File: config.mk
export PLATFORM = sky130hd
export DESIGN_NAME = sorted_key_table_core
export DESIGN_NICKNAME = d
export VERILOG_FILES = /design/src/design/skt_pkg.sv /design/src/design/sorted_key_table_core.sv /design/src/design/skt_cell.sv
export SDC_FILE = /design/constraint.sdc
export NUM_CORES = 2
export LEC_CHECK = 0
export ABC_CLOCK_PERIOD_IN_PS = 5700
export BUFFER_PORTS_ARGS = -buffer_cell sky130_fd_sc_hd__buf_2
export CORE_ASPECT_RATIO = 0.75
export CORE_MARGIN = 2
export CORE_UTILIZATION = 40
export DETAILED_ROUTE_END_ITERATION = 10
export SLEW_MARGIN = 30
export SYNTH_ARGS = -nofsm -noshare
export SYNTH_HDL_FRONTEND = slang
export SYNTH_SLANG_ARGS = --single-unit
File: constraint.sdc
create_clock -name i_clk -period 5.7 [get_ports i_clk]
set_input_delay 0.855 -clock i_clk [delete_from_list [all_inputs] [get_ports i_clk]]
set_output_delay 0.855 -clock i_clk [all_outputs]
set_load 0.005 [all_outputs]
File: src/design/skt_pkg.sv
// shared types and codes for the sorted key table
// no dependencies

package skt_pkg;

    localparam int DEPTH_DEFAULT = 64;
    localparam int KEY_W         = 16;
    localparam int COUNT_W       = 7;
    localparam int SUM_W         = 14;

    // opcodes
    localparam logic [1:0] OPC_INSERT = 2'd0;
    localparam logic [1:0] OPC_DELETE = 2'd1;
    localparam logic [1:0] OPC_CLEAR  = 2'd2;

    // status codes
    localparam logic [1:0] ST_DONE    = 2'd0;
    localparam logic [1:0] ST_FULL    = 2'd1;
    localparam logic [1:0] ST_MISSING = 2'd2;

    typedef logic [KEY_W-1:0] t_key;

    typedef struct packed {
        logic [1:0] opcode;
        logic [7:0] entry_class;
        logic [7:0] entry_value;
    } t_in_req;

    typedef struct packed {
        logic [1:0]         status;
        logic [COUNT_W-1:0] entry_count;
        logic [SUM_W-1:0]   value_sum;
    } t_out_req;

    // broadcast command to every cell
    typedef struct packed {
        logic do_insert;
        logic do_delete;
        logic do_clear;
        t_key key;
    } t_cell_cmd;

    // what one cell shows its neighbors
    typedef struct packed {
        logic valid;
        t_key entry;
    } t_link;

endpackage

File: src/design/sorted_key_table_core.sv
// top level of the sorted key table: a chain of compare-and-shift cells
// depends on skt_pkg and skt_cell

// Sorted key table. Holds up to TABLE_DEPTH entries of {class, value},
// kept in ascending order in a row of cells. Every request is insert,
// delete or clear and produces exactly one response with a status, the
// entry count and the sum of held values. Each cell compares the broadcast
// key against its own entry and either keeps it, takes the key, or takes
// its left or right neighbor's entry; all cells update at the edge that
// takes the request. A request is taken every cycle, limited only by the
// response register (a new request is taken while the held response is
// drained); the response shows in the next cycle. Delete finds
// a match through the per-cell hit lines; duplicates are kept and a delete
// removes only one of them. Insert into a full table and delete of a
// missing entry leave the table alone and report it in the status. The
// entry count is reported on 7 bits and the value sum wraps on 14 bits.

module sorted_key_table_core #(
    parameter int TABLE_DEPTH = skt_pkg::DEPTH_DEFAULT
) (
    input  logic              i_clk,
    input  logic              i_rst_n,
    input  logic              i_in_valid,
    output logic              o_in_ready,
    input  skt_pkg::t_in_req  i_in_data,
    output logic              o_out_valid,
    input  logic              i_out_ready,
    output skt_pkg::t_out_req o_out_data
);
    import skt_pkg::*;

    localparam int CNT_W = $clog2(TABLE_DEPTH + 1);

    // chain wiring; index 0 is the left end (smallest entry)
    t_link                  links [TABLE_DEPTH];
    logic [TABLE_DEPTH-1:0] at_after;
    logic [TABLE_DEPTH-1:0] hits;

    t_cell_cmd  cmd;
    logic       accept;
    logic       full;
    logic       found;
    t_key       key;

    logic [CNT_W-1:0] r_count;
    logic [CNT_W-1:0] n_count;
    logic [SUM_W-1:0] r_sum;
    logic [SUM_W-1:0] n_sum;
    logic [1:0]       status;

    logic     r_out_valid;
    t_out_req r_out;

    // response register frees as the downstream takes it
    assign o_in_ready = !r_out_valid || i_out_ready;
    assign accept     = i_in_valid && o_in_ready;
    assign key        = {i_in_data.entry_class, i_in_data.entry_value};

    // table is full when the rightmost cell holds an entry
    assign full  = links[TABLE_DEPTH-1].valid;
    // wired-or of the match lines
    assign found = |hits;

    assign cmd.key       = key;
    assign cmd.do_insert = accept && (i_in_data.opcode == OPC_INSERT) && !full;
    assign cmd.do_delete = accept && (i_in_data.opcode == OPC_DELETE) && found;
    assign cmd.do_clear  = accept && (i_in_data.opcode == OPC_CLEAR);

    for (genvar g = 0; g < TABLE_DEPTH; g++) begin : g_cell
        t_link left_link;
        t_link right_link;
        logic  left_at_after;

        if (g == 0) begin : g_left_end
            // the left end always accepts an insert and never shifts right
            assign left_link     = '{valid: 1'b1, entry: '0};
            assign left_at_after = 1'b0;
        end else begin : g_left_mid
            assign left_link     = links[g-1];
            assign left_at_after = at_after[g-1];
        end

        if (g == TABLE_DEPTH - 1) begin : g_right_end
            // shifting left out of the last cell leaves it empty
            assign right_link = '{valid: 1'b0, entry: '0};
        end else begin : g_right_mid
            assign right_link = links[g+1];
        end

        skt_cell u_cell (
            .i_clk           (i_clk),
            .i_rst_n         (i_rst_n),
            .i_cmd           (cmd),
            .i_left          (left_link),
            .i_left_at_after (left_at_after),
            .i_right         (right_link),
            .o_link          (links[g]),
            .o_at_after      (at_after[g]),
            .o_hit           (hits[g])
        );
    end

    // count, sum and status for the request being taken
    always_comb begin
        n_count = r_count;
        n_sum   = r_sum;
        status  = ST_DONE;
        case (i_in_data.opcode)
            OPC_INSERT: begin
                if (full) begin
                    status = ST_FULL;
                end else begin
                    n_count = r_count + CNT_W'(1);
                    n_sum   = r_sum + SUM_W'(i_in_data.entry_value);
                end
            end
            OPC_DELETE: begin
                if (!found) begin
                    status = ST_MISSING;
                end else begin
                    n_count = r_count - CNT_W'(1);
                    n_sum   = r_sum - SUM_W'(i_in_data.entry_value);
                end
            end
            OPC_CLEAR: begin
                n_count = '0;
                n_sum   = '0;
            end
            default: begin
                // unused opcode leaves everything as is
            end
        endcase
    end

    always_ff @(posedge i_clk) begin
        if (!i_rst_n) begin
            r_count     <= '0;
            r_sum       <= '0;
            r_out_valid <= 1'b0;
        end else begin
            if (accept) begin
                r_count     <= n_count;
                r_sum       <= n_sum;
                r_out_valid <= 1'b1;
            end else if (i_out_ready) begin
                r_out_valid <= 1'b0;
            end
        end
    end

    always_ff @(posedge i_clk) begin
        if (accept) begin
            r_out.status      <= status;
            r_out.entry_count <= COUNT_W'(n_count);
            r_out.value_sum   <= n_sum;
        end
    end

    assign o_out_valid = r_out_valid;
    assign o_out_data  = r_out;

endmodule

File: src/design/skt_cell.sv
// one slot of the sorted chain: holds an entry and shifts with its neighbors
// depends on skt_pkg

module skt_cell (
    input  logic              i_clk,
    input  logic              i_rst_n,
    input  skt_pkg::t_cell_cmd i_cmd,
    input  skt_pkg::t_link    i_left,
    input  logic              i_left_at_after,
    input  skt_pkg::t_link    i_right,
    output skt_pkg::t_link    o_link,
    output logic              o_at_after,
    output logic              o_hit
);
    import skt_pkg::*;

    logic r_valid;
    t_key r_entry;
    logic n_valid;
    t_key n_entry;
    logic key_le;

    assign key_le     = (r_entry >= i_cmd.key);
    // empty slot or entry not below the key: insert point is here or earlier
    assign o_at_after = !r_valid || key_le;
    assign o_hit      = r_valid && (r_entry == i_cmd.key);
    assign o_link     = '{valid: r_valid, entry: r_entry};

    always_comb begin
        n_valid = r_valid;
        n_entry = r_entry;
        if (i_cmd.do_clear) begin
            n_valid = 1'b0;
        end else if (i_cmd.do_insert) begin
            n_valid = r_valid || i_left.valid;
            if (i_left_at_after) begin
                n_entry = i_left.entry;
            end else if (o_at_after) begin
                n_entry = i_cmd.key;
            end
        end else if (i_cmd.do_delete) begin
            // removal point is the first held entry not below the key
            if (r_valid && key_le) begin
                n_valid = i_right.valid;
                n_entry = i_right.entry;
            end
        end
    end

    always_ff @(posedge i_clk) begin
        if (!i_rst_n) begin
            r_valid <= 1'b0;
        end else begin
            r_valid <= n_valid;
        end
    end

    always_ff @(posedge i_clk) begin
        r_entry <= n_entry;
    end

endmodule

==> impl_metrics.ini <==
[worst_setup_path]
crit_top_cell = buf_4
max_stage_delay_ps = 820
cp_num_cells = 16
path_max_fanout = 29
crit_chain = buf_4, inv_4, buf_4, buf_4, ha_1, nand4_1, nor4_2, a32oi_1, nand4_1, nor4_2, nand3_4, and3_4, buf_12, a21oi_1, a211oi_2, buf_4
reg2reg_setup_slack_ps = 1240
rr_startpoint = g_cell[19].u_cell.r_entry[14]
reg2reg_depth = 12
cp-end-kind = register
cp_slowest_cell = nor4_2
worst-setup-path-type = primary input to register
cp.required_ps = 6160
r2r-end = g_cell[62].u_cell.r_entry[8]
crit_arrival_ps = 5430
cp-start-kind = primary input
critPathBufInv = 6
crit_start = i_in_data[1]
worstSetupEndpoint = g_cell[62].u_cell.r_entry[8]
cp_top_family = buffers and inverters

[cells_and_area]
finalNetCount = 9308
stdcell_area_mm2 = 0.0927
multi_input_area_mm2 = 0.0476
final_cell_count_no_fill = 11100
n_fill_cell = 19700
drive_gt1_share_pct = 8.68
regArea_mm2 = 0.0332
area_growth_pct = 11.3
finalCoreUtilization_pct = 44.7

[floorplan]
die_w_um = 531
dieArea_mm2 = 0.212
initial_utilization_pct = 40.1
coreArea_mm2 = 0.208
die_y_um = 399
boundaryPins = 47
row_count = 145

[detailed_routing]
first_iter_violations = 11100
drtAntennaViolNets = 0
vias = 73200
viasPerCell = 6.57
routed_wirelength_mm = 343
wl_per_cell_um = 30.8
drc = 0
drt_pre_antenna_iters = 7

[worst_hold_path]
hp-start = i_in_valid
hold_class = primary input to register

[clock_tree]
cts_tree = done
ctsResizeCount = 0
cts_root_buf = clkbuf_16
ctsHoldBuffers = 0
insertion_delay_ps = 800
cts_buffer_depth = 3
h-tree-depth = 3
clk_pin_slew_worst_paths_ps = 60
clock_sinks = 1133
postCtsSetupRepairBufs = 0
cts_buffers = 121

[status]
status = complete, no violations

[place]
gp_routability_congestion = 1.01
pre_cts_ws_ps = 114
place_area_mm2 = 0.0886
hpwl_mm = 246
dp.cells = 10900
portBuffers = 46

[synthesis]
syn_inst = 8279
synth_area_leaders = edfxtp_1, ha_1, mux2i_1, nand2_1, o21ai_0
synth_top_area_cell = edfxtp_1
postSynth.asyncResetShare_pct = 0
synth_edf_count = 1047
synth_nets = 9345
synth_area_per_cell_um2 = 10.1
synth_seq_cells = 1133
ys_seq_area_share_pct = 39.8
yosysTopAreaCellShare_pct = 37.7
synth_area_mm2 = 0.0833
ys_warn_count = 0
ys_types = 91
ys.flop_type = edfxtp_1

[pwr]
power_frac_comb_pct = 13.7
peakVddDrop_mv = 0.241
p_per_area_mw_per_mm2 = 222
power.total_mw = 20.6
intPower_mw = 14.9
clockPowerShare_pct = 40.4
leakage_nw = 40.7
seq_power_share_pct = 45.9
power_switching_mw = 5.75
p_sw_share_pct = 27.9

[sta]
fin_ws_ps = 730
period_share_pct = 87.2
finalCriticalPeriod_ps = 4970
rsz0062_at_grt = false
hold_viol_final = 0
worst_slew_pin_slew_ps = 1170
hold_slack_ps = 386
setup_tns_ps = 0
skew_ps = 47.5
relSlewSlack_pct = 20.7
setup_viol = 0
final_max_slew_viol_count = 0
clock.fmax_ghz = 0.201

[global_routing]
grt_use_total_pct = 31.4
grt_max_degree = 175
globalRouteOverflowTotal = 0
antenna_found_initial = 12
grt_pass1_vias = 68600
grt_first_pass_wirelength_mm = 488

[flow_run]
cap_violations = 0
[flip-flops by register name, summed over array words and instances (netlist names)]
name                   flops
g_cell.u_cell.r_entry   1024
g_cell.u_cell.r_valid     64
o_out_data                23
r_sum                     14
r_count                    7
o_out_valid                1
[cells by family (layout without fill, tap and decap cells)]
family                   after synthesis  after routing  synth area share, %
buffers and inverters                719            789                 3.53
XOR/XNOR                               9              9               0.0946
AND/OR/NAND/NOR                     2131           2131                 12.1
other                                  0              5                    0
multiplexers                         743            743                 8.93
AO/OA/AOI/OAI                       2500           2500                 19.9
flip-flops                          1133           1133                 39.8
adder cells (fa/ha/maj)             1044           1044                 15.7
[routing by layer]
layer	part of all wire [%]	global-route usage (%)	wire length [um]	vias up
li1	-	-	-	32000
met1	44	47.8	152000	35700
met2	37	40.4	128000	4767
met3	15	10.4	50300	682
met4	3.7	10.6	12600	18
met5	0.036	0	125	-
[final cells by class]
class	instances	share of cell area, %
Clock inverter	75	0.876
Sequential cell	1133	35.8
Clock buffer	155	3.47
Timing Repair Buffer	411	4.13
Multi-Input combinational cell	6427	51.3
Antenna cell	5	0.0135
Tap cell	2793	3.77
Inverter	148	0.640
[tightest hold or removal path, delay by kind of cell]
| family | cells | cell delay [ps] |
|---|---|---|
| AO/OA/AOI/OAI | 1 | 60 |
| buffers and inverters | 2 | 170 |
[Yosys cell counts (all sizes together) (224+ instances only)]
master  count
a21oi     371
edfxtp   1047
a221o     224
o21ai     796
mux2i     741
a21o      277
ha       1042
clkbuf    381
nor2      247
nand2    1084
o21a      285
nand4     281
[placed cells by master (no fill, tap or decap), types with 121 or more instances in the layout]
cell type and instances:
a221o_1 224, ha_1 1042, edfxtp_1 1047, nor2_1 231
mux2i_1 741, clkbuf_16 121, nand4_1 281, inv_1 131
buf_4 312, a31oi_1 196, a21oi_1 370, a21o_1 277
o21a_1 285, nand2_1 1081, nand3_1 125, o21ai_0 784
[how the worst min path moves through the flow]
stage                   to  depth (start not counted)
6_report       o_out_valid                          3
2_1_floorplan     r_sum[0]                          2
5_1_grt        o_out_valid                          3
3_5_place_dp      r_sum[0]                          2
3_3_place_gp      r_sum[0]                          2
4_1_cts        o_out_valid                          3
[power by group through the flow]
stage / sequential (mW) / combinational, mW / clock (mW)
CTS: 9.44 / 2.73 / 8.36
finish: 9.46 / 2.83 / 8.32
floorplan: 9.51 / 1.68 / 0
global placement: 9.62 / 2.63 / 0
global route: 9.46 / 3.04 / 8.66
detailed placement: 9.62 / 2.71 / 0
(Power assumes the default switching activity.)
